**config.mk**
```make
export PLATFORM = sky130hd
export DESIGN_NAME = servo_bus_packet_receiver_unit
export DESIGN_NICKNAME = d
export VERILOG_FILES = /design/src/rtl/sbpr_pkg.sv /design/src/rtl/sbpr_ram.sv /design/src/rtl/sbpr_front.sv /design/src/rtl/sbpr_queue.sv /design/src/rtl/sbpr_back.sv /design/src/rtl/servo_bus_packet_receiver_unit.sv
export SDC_FILE = /design/constraint.sdc
export NUM_CORES = 1
export LEC_CHECK = 0
export BUFFER_PORTS_ARGS = -buffer_cell sky130_fd_sc_hd__buf_2
export CAP_MARGIN = 20
export CORE_MARGIN = 2
export CORE_UTILIZATION = 40
export DETAILED_ROUTE_END_ITERATION = 16
export SLEW_MARGIN = 20
export SYNTH_ARGS = -nofsm -noshare
export SYNTH_HDL_FRONTEND = slang
export SYNTH_SLANG_ARGS = --single-unit
```
**constraint.sdc**
```tcl
create_clock -name clk -period 4.44 [get_ports clk]
set_input_delay 0.222 -clock clk [delete_from_list [all_inputs] [get_ports clk]]
set_output_delay 0.222 -clock clk [all_outputs]
set_load 0.02 [all_outputs]
```
**src/rtl/sbpr_pkg.sv**
```systemverilog
// Shared types and constants for the servo bus packet receiver.
// No dependencies; every other file in rtl/ except sbpr_ram.sv uses this package.
`timescale 1ns / 1ps

package sbpr_pkg;

    localparam logic [7:0] HEADER_BYTE = 8'hFF;
    localparam logic [7:0] LENGTH_BIAS = 8'd2;

    // Parser position within a packet
    typedef enum logic [2:0] {
        FS_HDR1,
        FS_HDR2,
        FS_ID,
        FS_LEN,
        FS_INSTR,
        FS_BODY
    } front_state_t;

    // Result sequencer
    typedef enum logic [1:0] {
        BS_IDLE,
        BS_READ,
        BS_SHOW
    } back_state_t;

    // One checked packet waiting to be emitted
    typedef struct packed {
        logic [7:0] id;
        logic [7:0] instr;
        logic [7:0] count;
        logic       bank;
    } pkt_desc_t;

endpackage

```
**src/rtl/sbpr_ram.sv**
```systemverilog
// Generic single-write, single-read RAM with registered read data.
// No dependencies.
`timescale 1ns / 1ps

module sbpr_ram #(
    parameter int WIDTH = 8,
    parameter int DEPTH = 64
) (
    input  logic                     clk,
    input  logic                     we,
    input  logic [$clog2(DEPTH)-1:0] waddr,
    input  logic [WIDTH-1:0]         wdata,
    input  logic [$clog2(DEPTH)-1:0] raddr,
    output logic [WIDTH-1:0]         rdata
);

    logic [WIDTH-1:0] mem [DEPTH];
    logic [WIDTH-1:0] rdata_reg;

    always_ff @(posedge clk)
    begin
        if (we)
        begin
            mem[waddr] <= wdata;
        end
        rdata_reg <= mem[raddr];
    end

    assign rdata = rdata_reg;

endmodule

```
**src/rtl/sbpr_front.sv**
```systemverilog
// Packet parser: takes bus bytes, stores parameters, checks the checksum
// and pushes a descriptor for each good packet. Uses sbpr_pkg.
`timescale 1ns / 1ps

module sbpr_front #(
    parameter int MAX_PARAMS = 32
) (
    input  logic                            clk,
    input  logic                            rst_n,
    input  logic                            in_valid,
    output logic                            in_ready,
    input  logic [7:0]                      rx_byte,
    input  logic                            q_full,
    output logic                            push,
    output sbpr_pkg::pkt_desc_t             push_desc,
    output logic                            wr_en,
    output logic [$clog2(2*MAX_PARAMS)-1:0] wr_addr,
    output logic [7:0]                      wr_data
);

    localparam int PW = $clog2(MAX_PARAMS + 1);
    localparam int AW = $clog2(2 * MAX_PARAMS);

    sbpr_pkg::front_state_t state_reg, state_next;
    logic [7:0]    id_reg, id_next;
    logic [7:0]    instr_reg, instr_next;
    logic [7:0]    count_reg, count_next;
    logic [7:0]    sum_reg, sum_next;
    logic [PW-1:0] pos_reg, pos_next;
    logic          bank_reg, bank_next;
    logic          take;

    assign in_ready = !q_full;
    assign take     = in_valid && in_ready;

    always_ff @(posedge clk or negedge rst_n)
    begin
        if (!rst_n)
        begin
            state_reg <= sbpr_pkg::FS_HDR1;
            bank_reg  <= 1'b0;
            pos_reg   <= '0;
        end
        else
        begin
            state_reg <= state_next;
            bank_reg  <= bank_next;
            pos_reg   <= pos_next;
        end
    end

    always_ff @(posedge clk)
    begin
        id_reg    <= id_next;
        instr_reg <= instr_next;
        count_reg <= count_next;
        sum_reg   <= sum_next;
    end

    assign push_desc = '{id: id_reg, instr: instr_reg, count: count_reg, bank: bank_reg};

    assign wr_data = rx_byte;
    assign wr_addr = AW'(pos_reg) + (bank_reg ? AW'(MAX_PARAMS) : AW'(0));

    always_comb
    begin
        state_next = state_reg;
        id_next    = id_reg;
        instr_next = instr_reg;
        count_next = count_reg;
        sum_next   = sum_reg;
        pos_next   = pos_reg;
        bank_next  = bank_reg;
        push       = 1'b0;
        wr_en      = 1'b0;
        if (take)
        begin
            case (state_reg)
                sbpr_pkg::FS_HDR1:
                begin
                    if (rx_byte == sbpr_pkg::HEADER_BYTE)
                        state_next = sbpr_pkg::FS_HDR2;
                end
                sbpr_pkg::FS_HDR2:
                begin
                    state_next = (rx_byte == sbpr_pkg::HEADER_BYTE) ?
                                 sbpr_pkg::FS_ID : sbpr_pkg::FS_HDR1;
                end
                sbpr_pkg::FS_ID:
                begin
                    id_next    = rx_byte;
                    sum_next   = rx_byte;
                    state_next = sbpr_pkg::FS_LEN;
                end
                sbpr_pkg::FS_LEN:
                begin
                    count_next = rx_byte - sbpr_pkg::LENGTH_BIAS;
                    sum_next   = sum_reg + rx_byte;
                    pos_next   = '0;
                    state_next = sbpr_pkg::FS_INSTR;
                end
                sbpr_pkg::FS_INSTR:
                begin
                    instr_next = rx_byte;
                    sum_next   = sum_reg + rx_byte;
                    state_next = sbpr_pkg::FS_BODY;
                end
                sbpr_pkg::FS_BODY:
                begin
                    if (8'(pos_reg) >= count_reg)
                    begin
                        // checksum byte; a good packet claims the bank
                        if (~sum_reg == rx_byte)
                        begin
                            push      = 1'b1;
                            bank_next = !bank_reg;
                        end
                        state_next = sbpr_pkg::FS_HDR1;
                    end
                    else if (pos_reg >= PW'(MAX_PARAMS))
                    begin
                        // overflow: drop before storing
                        state_next = sbpr_pkg::FS_HDR1;
                    end
                    else
                    begin
                        wr_en    = 1'b1;
                        sum_next = sum_reg + rx_byte;
                        pos_next = pos_reg + PW'(1);
                    end
                end
                default:
                begin
                    state_next = sbpr_pkg::FS_HDR1;
                end
            endcase
        end
    end

endmodule

```
**src/rtl/sbpr_queue.sv**
```systemverilog
// Two-entry descriptor queue between parser and result sequencer.
// Uses sbpr_pkg.
`timescale 1ns / 1ps

module sbpr_queue (
    input  logic                clk,
    input  logic                rst_n,
    input  logic                push,
    input  sbpr_pkg::pkt_desc_t push_desc,
    input  logic                pop,
    output logic                full,
    output logic                head_valid,
    output sbpr_pkg::pkt_desc_t head_desc
);

    sbpr_pkg::pkt_desc_t entry_reg [2];
    logic       wptr_reg, rptr_reg;
    logic [1:0] cnt_reg, cnt_next;

    assign full       = (cnt_reg == 2'd2);
    assign head_valid = (cnt_reg != 2'd0);
    assign head_desc  = entry_reg[rptr_reg];

    always_comb
    begin
        cnt_next = cnt_reg;
        case ({push, pop})
            2'b10:   cnt_next = cnt_reg + 2'd1;
            2'b01:   cnt_next = cnt_reg - 2'd1;
            default: cnt_next = cnt_reg;
        endcase
    end

    always_ff @(posedge clk or negedge rst_n)
    begin
        if (!rst_n)
        begin
            wptr_reg <= 1'b0;
            rptr_reg <= 1'b0;
            cnt_reg  <= 2'd0;
        end
        else
        begin
            cnt_reg <= cnt_next;
            if (push)
                wptr_reg <= !wptr_reg;
            if (pop)
                rptr_reg <= !rptr_reg;
        end
    end

    always_ff @(posedge clk)
    begin
        if (push)
            entry_reg[wptr_reg] <= push_desc;
    end

endmodule

```
**src/rtl/sbpr_back.sv**
```systemverilog
// Result sequencer: walks the stored parameters of the head packet and
// presents one result per parameter. Uses sbpr_pkg.
`timescale 1ns / 1ps

module sbpr_back #(
    parameter int MAX_PARAMS = 32
) (
    input  logic                            clk,
    input  logic                            rst_n,
    input  logic                            head_valid,
    input  sbpr_pkg::pkt_desc_t             head_desc,
    output logic                            pop,
    output logic [$clog2(2*MAX_PARAMS)-1:0] rd_addr,
    input  logic [7:0]                      rd_data,
    output logic                            out_valid,
    input  logic                            out_ready,
    output logic [7:0]                      servo_id,
    output logic [7:0]                      instruction_code,
    output logic [5:0]                      param_count,
    output logic [4:0]                      param_index,
    output logic [7:0]                      param_value,
    output logic                            has_param,
    output logic                            last
);

    localparam int PW = $clog2(MAX_PARAMS + 1);
    localparam int AW = $clog2(2 * MAX_PARAMS);

    sbpr_pkg::back_state_t state_reg, state_next;
    logic [PW-1:0] k_reg, k_next;
    logic [7:0]    value_reg, value_next;

    assign has_param        = (head_desc.count != 8'd0);
    assign last             = !has_param || ((8'(k_reg) + 8'd1) == head_desc.count);
    assign out_valid        = (state_reg == sbpr_pkg::BS_SHOW);
    assign servo_id         = head_desc.id;
    assign instruction_code = head_desc.instr;
    assign param_count      = 6'(head_desc.count);
    assign param_index      = 5'(k_reg);
    assign param_value      = value_reg;

    // read address follows the next index so data lands in BS_READ
    assign rd_addr = AW'(k_next) + (head_desc.bank ? AW'(MAX_PARAMS) : AW'(0));

    always_ff @(posedge clk or negedge rst_n)
    begin
        if (!rst_n)
        begin
            state_reg <= sbpr_pkg::BS_IDLE;
            k_reg     <= '0;
        end
        else
        begin
            state_reg <= state_next;
            k_reg     <= k_next;
        end
    end

    always_ff @(posedge clk)
    begin
        value_reg <= value_next;
    end

    always_comb
    begin
        state_next = state_reg;
        k_next     = k_reg;
        value_next = value_reg;
        pop        = 1'b0;
        case (state_reg)
            sbpr_pkg::BS_IDLE:
            begin
                k_next = '0;
                if (head_valid)
                begin
                    if (head_desc.count == 8'd0)
                    begin
                        value_next = 8'd0;
                        state_next = sbpr_pkg::BS_SHOW;
                    end
                    else
                    begin
                        state_next = sbpr_pkg::BS_READ;
                    end
                end
            end
            sbpr_pkg::BS_READ:
            begin
                value_next = rd_data;
                state_next = sbpr_pkg::BS_SHOW;
            end
            sbpr_pkg::BS_SHOW:
            begin
                if (out_ready)
                begin
                    if (last)
                    begin
                        pop        = 1'b1;
                        k_next     = '0;
                        state_next = sbpr_pkg::BS_IDLE;
                    end
                    else
                    begin
                        k_next     = k_reg + PW'(1);
                        state_next = sbpr_pkg::BS_READ;
                    end
                end
            end
            default:
            begin
                state_next = sbpr_pkg::BS_IDLE;
            end
        endcase
    end

endmodule

```
**src/rtl/servo_bus_packet_receiver_unit.sv**
```systemverilog
// Top level of the servo bus packet receiver: parser, descriptor queue,
// result sequencer and parameter RAM. Uses sbpr_pkg and all sbpr_* modules.
`timescale 1ns / 1ps

// Receives servo bus bytes (0xFF 0xFF id length instruction params checksum)
// one request per cycle on the input channel while in_ready is high, and for
// every packet whose checksum matches emits one result per parameter, in
// order, with last set on the final one; a packet without parameters gives
// a single result with has_param low. Bad headers, parameter overflow past
// MAX_PARAMS and bad checksums are dropped with no output. The parser takes
// one byte per cycle while in_ready is high. Parameters go into a two-bank
// RAM of 2*MAX_PARAMS bytes; each good packet claims a bank and a slot in a
// two-entry queue until its last result is taken. While both slots are held,
// in_ready is low. The sequencer starts each packet in BS_IDLE, then for each
// result does the registered RAM read in BS_READ and presents the value in
// BS_SHOW until out_ready takes it; an empty packet goes from BS_IDLE
// straight to BS_SHOW. No clearing pass is needed after reset.

module servo_bus_packet_receiver_unit #(
    parameter int MAX_PARAMS = 32
) (
    input  logic       clk,
    input  logic       rst_n,
    input  logic       in_valid,
    output logic       in_ready,
    input  logic [7:0] rx_byte,
    output logic       out_valid,
    input  logic       out_ready,
    output logic [7:0] servo_id,
    output logic [7:0] instruction_code,
    output logic [5:0] param_count,
    output logic [4:0] param_index,
    output logic [7:0] param_value,
    output logic       has_param,
    output logic       last
);

    localparam int AW = $clog2(2 * MAX_PARAMS);

    logic                q_full;
    logic                q_push;
    logic                q_pop;
    logic                q_head_valid;
    sbpr_pkg::pkt_desc_t q_push_desc;
    sbpr_pkg::pkt_desc_t q_head_desc;
    logic                wr_en;
    logic [AW-1:0]       wr_addr;
    logic [7:0]          wr_data;
    logic [AW-1:0]       rd_addr;
    logic [7:0]          rd_data;

    sbpr_front #(
        .MAX_PARAMS(MAX_PARAMS)
    ) u_front (
        .clk      (clk),
        .rst_n    (rst_n),
        .in_valid (in_valid),
        .in_ready (in_ready),
        .rx_byte  (rx_byte),
        .q_full   (q_full),
        .push     (q_push),
        .push_desc(q_push_desc),
        .wr_en    (wr_en),
        .wr_addr  (wr_addr),
        .wr_data  (wr_data)
    );

    sbpr_queue u_queue (
        .clk       (clk),
        .rst_n     (rst_n),
        .push      (q_push),
        .push_desc (q_push_desc),
        .pop       (q_pop),
        .full      (q_full),
        .head_valid(q_head_valid),
        .head_desc (q_head_desc)
    );

    // parameter storage: two banks of MAX_PARAMS bytes
    sbpr_ram #(
        .WIDTH(8),
        .DEPTH(2 * MAX_PARAMS)
    ) u_ram (
        .clk  (clk),
        .we   (wr_en),
        .waddr(wr_addr),
        .wdata(wr_data),
        .raddr(rd_addr),
        .rdata(rd_data)
    );

    sbpr_back #(
        .MAX_PARAMS(MAX_PARAMS)
    ) u_back (
        .clk             (clk),
        .rst_n           (rst_n),
        .head_valid      (q_head_valid),
        .head_desc       (q_head_desc),
        .pop             (q_pop),
        .rd_addr         (rd_addr),
        .rd_data         (rd_data),
        .out_valid       (out_valid),
        .out_ready       (out_ready),
        .servo_id        (servo_id),
        .instruction_code(instruction_code),
        .param_count     (param_count),
        .param_index     (param_index),
        .param_value     (param_value),
        .has_param       (has_param),
        .last            (last)
    );

    // The parser must never write into the bank the sequencer is reading.
    a_bank_split : assert property (@(posedge clk) disable iff (!rst_n)
        (wr_en && q_head_valid) |->
            ((wr_addr >= AW'(MAX_PARAMS)) != q_head_desc.bank))
        else $error("parameter write hit the bank being emitted");

    // A shown result always belongs to a queued packet.
    a_out_has_pkt : assert property (@(posedge clk) disable iff (!rst_n)
        out_valid |-> q_head_valid)
        else $error("result shown with empty descriptor queue");

    // An empty packet is a single result, so it must carry last.
    a_empty_last : assert property (@(posedge clk) disable iff (!rst_n)
        (out_valid && !has_param) |-> last)
        else $error("empty packet result without last");

    // A pop only happens when the final result is handed over.
    a_pop_on_last : assert property (@(posedge clk) disable iff (!rst_n)
        q_pop |-> (out_valid && out_ready && last))
        else $error("descriptor popped before final result taken");

endmodule
```
Yosys cells after proc, flatten, opt, wreduce, memory -nomap -nowiden
Memories as Yosys holds them, arrays and structs flattened. A register that Yosys moved wholly into a read port is not among the register bits.
Cells that the tools add are included.
- memory bits (writable): 562
- word-level logic and storage cells: 113
- register bits: 62
- output and inout port bits: 39
- memories: 2
- input bits: 12
- reduce and logical (&&, ||, !) cells: 26
- mux-type cells: 40
- $add $sub $neg: 9
- bitwise operators: 1
- $lt $le $gt $ge: 2
- eq/ne operators: 20
- memory list (memory ; depth ; bits a word ; rd ports ; clocked after memory_dff ; write ports ; RTL line ; text):
    u_ram.mem ; 64 ; 8 ; 1 ; 1 ; 1 ; sbpr_ram.sv:17 ; logic [WIDTH-1:0] mem [DEPTH];
    u_queue.entry_reg ; 2 ; 25 ; 1 ; 0 ; 1 ; sbpr_queue.sv:16 ; sbpr_pkg::pkt_desc_t entry_reg [2];
- operators with widths (cell ; number):
    two-way mux 6 bit ; 6
    two-way mux 8 bit ; 4
    case mux 6 bit (2 select lines) ; 2
    case mux 8 bit (3 select lines) ; 1
    case mux 3 bit (6 select lines) ; 1
    equality test 8 bit ; 2
    two-way mux 1 bit ; 16
    case mux 8 bit (2 select lines) ; 1
    adder 6 x 1 -> 6 bit, second input constant ; 2
    adder 6 bit ; 2
    AND reduction 4 bit ; 3
    two-way mux 3 bit ; 3
    adder 8 bit ; 1
    equality test 8 bit, second input constant ; 1
    >= comparator 6 x 8 -> 1 bit ; 1
    zero test 8 bit ; 1
    two-way mux 2 bit ; 4
    inverter 8 bit ; 1
    AND reduction 2 bit ; 4
    nonzero test 2 bit ; 4
    nonzero test 8 bit ; 1
    subtractor 8 x 2 -> 8 bit, second input constant ; 1
    adder 6 x 1 -> 7 bit, second input constant ; 1
    equality test 2 bit, second input constant ; 3
    other kinds (20) ; 32

Depth between registers and ports, before layout
An unclocked memory read counts as a cell.
- depth in word-level cells: 9
- mapped depth: 15

Hierarchy
A second synthesis with hierarchy kept.
- cells, all modules: 1362
- area total of the unflattened synthesis: 25792.2 sq um
- modules (own cells, without submodules) (module ; area an instance (sq um) ; instances ; cells each ; sequential area each (sq um)):
    sbpr_ram ; 20166.8 ; 1 ; 940 ; 15534.9
    sbpr_front ; 2417.3 ; 1 ; 215 ; 1211.2
    sbpr_queue ; 2092.0 ; 1 ; 94 ; 1601.5
    sbpr_back ; 1116.1 ; 1 ; 113 ; 440.4

Least setup slack after synthesis
Ideal clock, no wire load.
- path type: register to register
- start point: reg u_front.pos_reg[0]
- end point: mem u_queue.entry_reg[0][0] in the netlist's numbering, enable pin
- clock period less this slack: 3.415 ns
- setup time: 0.407 ns
- cell stages (with the launch flop): 12
- data arrival time: 3.008 ns
- slack: 1.025 ns
- buffers on the path: 0
- cell sequence: dfrtp_1 > inv_1 > ha_1 > nand2b_1 > a21o_1 > a21o_1 > a21o_1 > a21o_1 > a21oi_1 > nor4_1 > inv_1 > nor2_1
- longest elaborated chain between the ends: 6
- ends and longest elaborated chain (what ; RTL line ; text):
    from (decl) ; sbpr_front.sv:29 ; logic [PW-1:0] pos_reg, pos_next;
    from (signal assigned) ; sbpr_front.sv:48 ; pos_reg <= pos_next;
    >= comparator 6 x 8 -> 1 bit ; sbpr_front.sv:110 ; if (8'(pos_reg) >= count_reg)
    two-way mux 1 bit ; sbpr_front.sv:110 ;
    two-way mux 1 bit ; sbpr_front.sv:78 ; case (state_reg)
    two-way mux 1 bit ; sbpr_front.sv:76 ; if (take)
    two-way mux 1 bit ; sbpr_queue.sv:54 ; if (push)
    two-way mux 1 bit (not written as such) ; sbpr_queue.sv:55 ; entry_reg[wptr_reg] <= push_desc;
    to (decl) ; sbpr_queue.sv:16 ;
Every way passes these cells.

Worst setup path in the final report
- start point: reg u_front.pos_reg[0]
- end point: mem u_ram.mem[53][0], enable pin
- longest elaborated chain between the ends: 7
- ends and longest elaborated chain (what ; RTL line ; text):
    >= comparator 6 bit ; sbpr_front.sv:120 ; else if (pos_reg >= PW'(MAX_PARAMS))
    two-way mux 1 bit ; sbpr_front.sv:120 ;
    two-way mux 1 bit ; sbpr_front.sv:110 ;
    two-way mux 1 bit ; sbpr_front.sv:78 ;
    two-way mux 1 bit ; sbpr_front.sv:76 ;
    two-way mux 1 bit ; sbpr_ram.sv:22 ; if (we)
    two-way mux 1 bit (not written as such) ; sbpr_ram.sv:24 ; mem[waddr] <= wdata;
    to (decl) ; sbpr_ram.sv:17 ;
Parallel ways exist; a longest one is shown, timed or not.

==> results.toml <==
[floorplanning]
pin_count = 51
core_area_um2 = 63310
die_area_um2 = 66250
die_w_um = 257.4
fp.dieH_um = 257.4
start_util = 0.4057
rows = 92

[place]
dpl.cell_count = 2775
place.gp.congestion = 0.9331
io_buffers = 50
dpl.hpwl_um = 41370

[worst_setup_path]
rr_endpoint = "u_ram.mem[53][0]$_DFFE_PP_"
endpoint = "u_ram.mem[53][0]$_DFFE_PP_"
cp-end-kind = "flip-flop"
cp.required_ps = 4670
setup.worst_path.start = "u_front.pos_reg[0]$_DFFE_PN0P_"
critical_path.max_fanout = 8
rr_worst_depth = 12
worstPathArrival_ps = 4560
rrSetupSlack_ps = 120
r2r_start = "u_front.pos_reg[0]$_DFFE_PN0P_"
start_kind = "flip-flop"
crit_type = "reg2reg"

[synthesis]
synthFlopType = "edfxtp_1"
synth_seq_cells = 632
netlist_area_um2 = 25680
synth_edf_count = 602
synth_cells = 1915
async_flop_share = 0.03481
yosysWarnings = 0
avgSynthCellArea_um2 = 13.41
ys_seq_area_frac = 0.7315
syn_nets = 1946
yosysUniqueCellTypes = 67

[cts]
clkTransAtPathRegs_ps = 60
cts.sinks = 632
numCtsBuffers = 66
tritoncts = "built"
post_cts_buffers = 0
h-tree-depth = 3
cts-root-buf = "clkbuf_16"
cts_buffer_depth = 3
clock_latency_ps = 620

[grt]
grt_overflow = 0
antenna_found_initial = 2
track_usage = 0.2019
grt_pass1_vias = 15620
grt_first_pass_wirelength_um = 100100
grt_max_degree = 109

[detailed_routing]
drc = 0
dr_wl_met2_um = 31650
final_antenna_net_count = 0
vias = 15900
wl_per_cell_um = 23.06
wl_met1_um = 28110
wl_met3_um = 5061
via_per_inst = 5.483
wirelength_um = 66870
drt_iter0_markers = 1723
routed.top_layer = "met4"
firstDrtPassIters = 5

[sta]
fin_tns_setup_ps = 0
final-hold-violation-count = 0
worst-slew-pin-transition_ps = 970.0
rsz0062_at_grt = "true"
finalMaxSlewViolations = 0
fin_skew_ps = 36.15
setup_violations = 0
post-route-period-util = 0.9736
finalCriticalPeriod_ps = 4323
fmax_mhz = 231.3
slew_headroom = 0.3452

[final_layout]
area_growth_syn_to_layout_pct = 14.37
drive_above_1_share = 0.1285
multi_input_area_um2 = 6357
nets = 2033
n_antenna_cell = 0
layout.cells.non_filler = 2900
n_fill_cell = 5613
seq_area_um2 = 18790
largest_reg_flops = 512

[worst_hold_path]
worstHoldPathType = "in2reg"

[job]
maxCapViolations = 0

[power_and_ir_drop]
ir_drop_mv = 0.2547
leakagePower_nw = 10.14
power_density_nw_per_um2 = 476.5

[status]
outcome = "completed"
==> through the flow <==
| stage | power (mW) | hold WS, ps | area, µm² | util | worst slack [ps] |
|---|---|---|---|---|---|
| detailed placement | 8.609 | 257.0 | 27170 | 0.4292 | 163.6 |
| CTS | 14.07 | 33.44 | 29340 | 0.4634 | 148.4 |
| global placement | 8.592 | 253.7 | 27170 | 0.4292 | 159.3 |
| floorplan | 7.955 | -73.59 | 25680 | - | 1025 |
| finish | 14.00 | 30.80 | 29370 | 0.4640 | 117.1 |
| global route | 14.46 | 46.52 | 29370 | 0.4640 | -93.28 |
==> layer usage <==
layer,global-route usage,vias up
met1,0.2710,7931
met3,0.04364,100
met2,0.3237,612
li1,-,7258
met4,0.07434,0
met5,0,-
==> what timing repair did <==
action	4_1_cts	5_1_grt
hold buffers	3	0
setup endpoints to repair	0	120
gates resized for setup	0	7
endpoints found under the hold margin	24	0
==> cells in the final DEF, fill, tap and decap left out, types with 10 or more instances in the layout <==
master / n
edfxtp_1: 602
nand2_1: 458
nand3_1: 172
nor2_1: 83
clkbuf_16: 68
a21oi_1: 66
buf_4: 61
buf_2: 50
nand4_1: 45
a31oi_1: 41
mux2i_1: 34
inv_1: 25
mux2_2: 23
xnor2_1: 22
dfrtp_1: 22
a32o_1: 17
ha_1: 17
and2_1: 14
clkbuf_1: 13
clkinv_2: 13
xor2_1: 12
clkinv_1: 12
o21ai_0: 11
nor4_1: 10
==> report_power, final <==
part	total, mW	switching (mW)	internal, mW
logic	1.84	1.27	0.570
clock network	5.49	2.30	3.19
registers	6.67	0.0788	6.59
==> logic make-up after synthesis <==
family	after synthesis	synth area share
buf+inv	132	0.02377
mux	58	0.02377
flops	632	0.7315
xor+xnor	36	0.01310
fa+ha+maj	19	0.009549
compound gates	215	0.05924
simple gates	823	0.1390
==> worst max-delay path, stage by stage (launching register included) <==
cell      delay [ps]
dfrtp_1          430
inv_1            120
ha_1             280
nand2b_1         140
a21o_1           180
a21o_1           180
a21o_1           170
a21o_1           170
a21oi_1          210
o31ai_1          160
nor4_1           460
nand2_1          680
nor2_1           780
==> Yosys cell counts, drive strengths merged, types with 2 or more instances <==
cell type	n	area [µm²]
xnor2	23	209.0
a32oi	9	78.83
nor4	10	62.56
mux2	24	270.3
o32ai	2	25.03
nor2b	9	56.30
o311ai	2	17.52
dfrtp	22	550.5
nor2	91	349.1
o211ai	8	60.06
clkbuf	49	183.9
o21bai	3	22.52
dfxtp	8	160.2
edfxtp	602	18080
xor2	12	105.1
and3	2	12.51
a21oi	68	344.1
mux2i	34	340.3
o31ai	4	30.03
nand2	458	1719
o21ai	12	60.05
nand3	172	860.8
a32o	17	170.2
inv	27	101.4
a31oi	42	269.0
nor3	9	45.04
nand2b	6	37.54
nand4	46	294.0
a221oi	11	126.4
and2	15	93.84
a211oi	3	27.52
a21o	9	67.56
a22o	9	78.83
ha	18	225.2
o221ai	8	70.07
buf	56	325.3
==> worst min path at each step <==
stage          startpoint                               end  slack, ps  cells past startpoint
2_1_floorplan       rst_n         u_back.k_reg[0]$_DFF_PN0_        -70                      0
5_1_grt        rx_byte[5]    u_front.instr_reg[5]$_DFFE_PP_         50                      1
6_report       rx_byte[5]       u_front.id_reg[5]$_DFFE_PP_         30                      1
3_3_place_gp        rst_n  u_front.state_reg[0]$_DFFE_PN0P_        250                      1
3_5_place_dp        rst_n  u_front.state_reg[0]$_DFFE_PN0P_        260                      1
4_1_cts        rx_byte[5]       u_front.id_reg[5]$_DFFE_PP_         30                      1
==> cell type report <==
| cell class | instances | area share |
|---|---|---|
| Multi-Input combinational cell | 1151 | 0.2164 |
| Sequential cell | 632 | 0.6396 |
| Tap cell | 846 | 0.03604 |
| Timing Repair Buffer | 124 | 0.03165 |
| Clock inverter | 38 | 0.01257 |
| Inverter | 27 | 0.003621 |
| Clock buffer | 82 | 0.06006 |
Note: power is estimated with default switching activity, not from simulation.
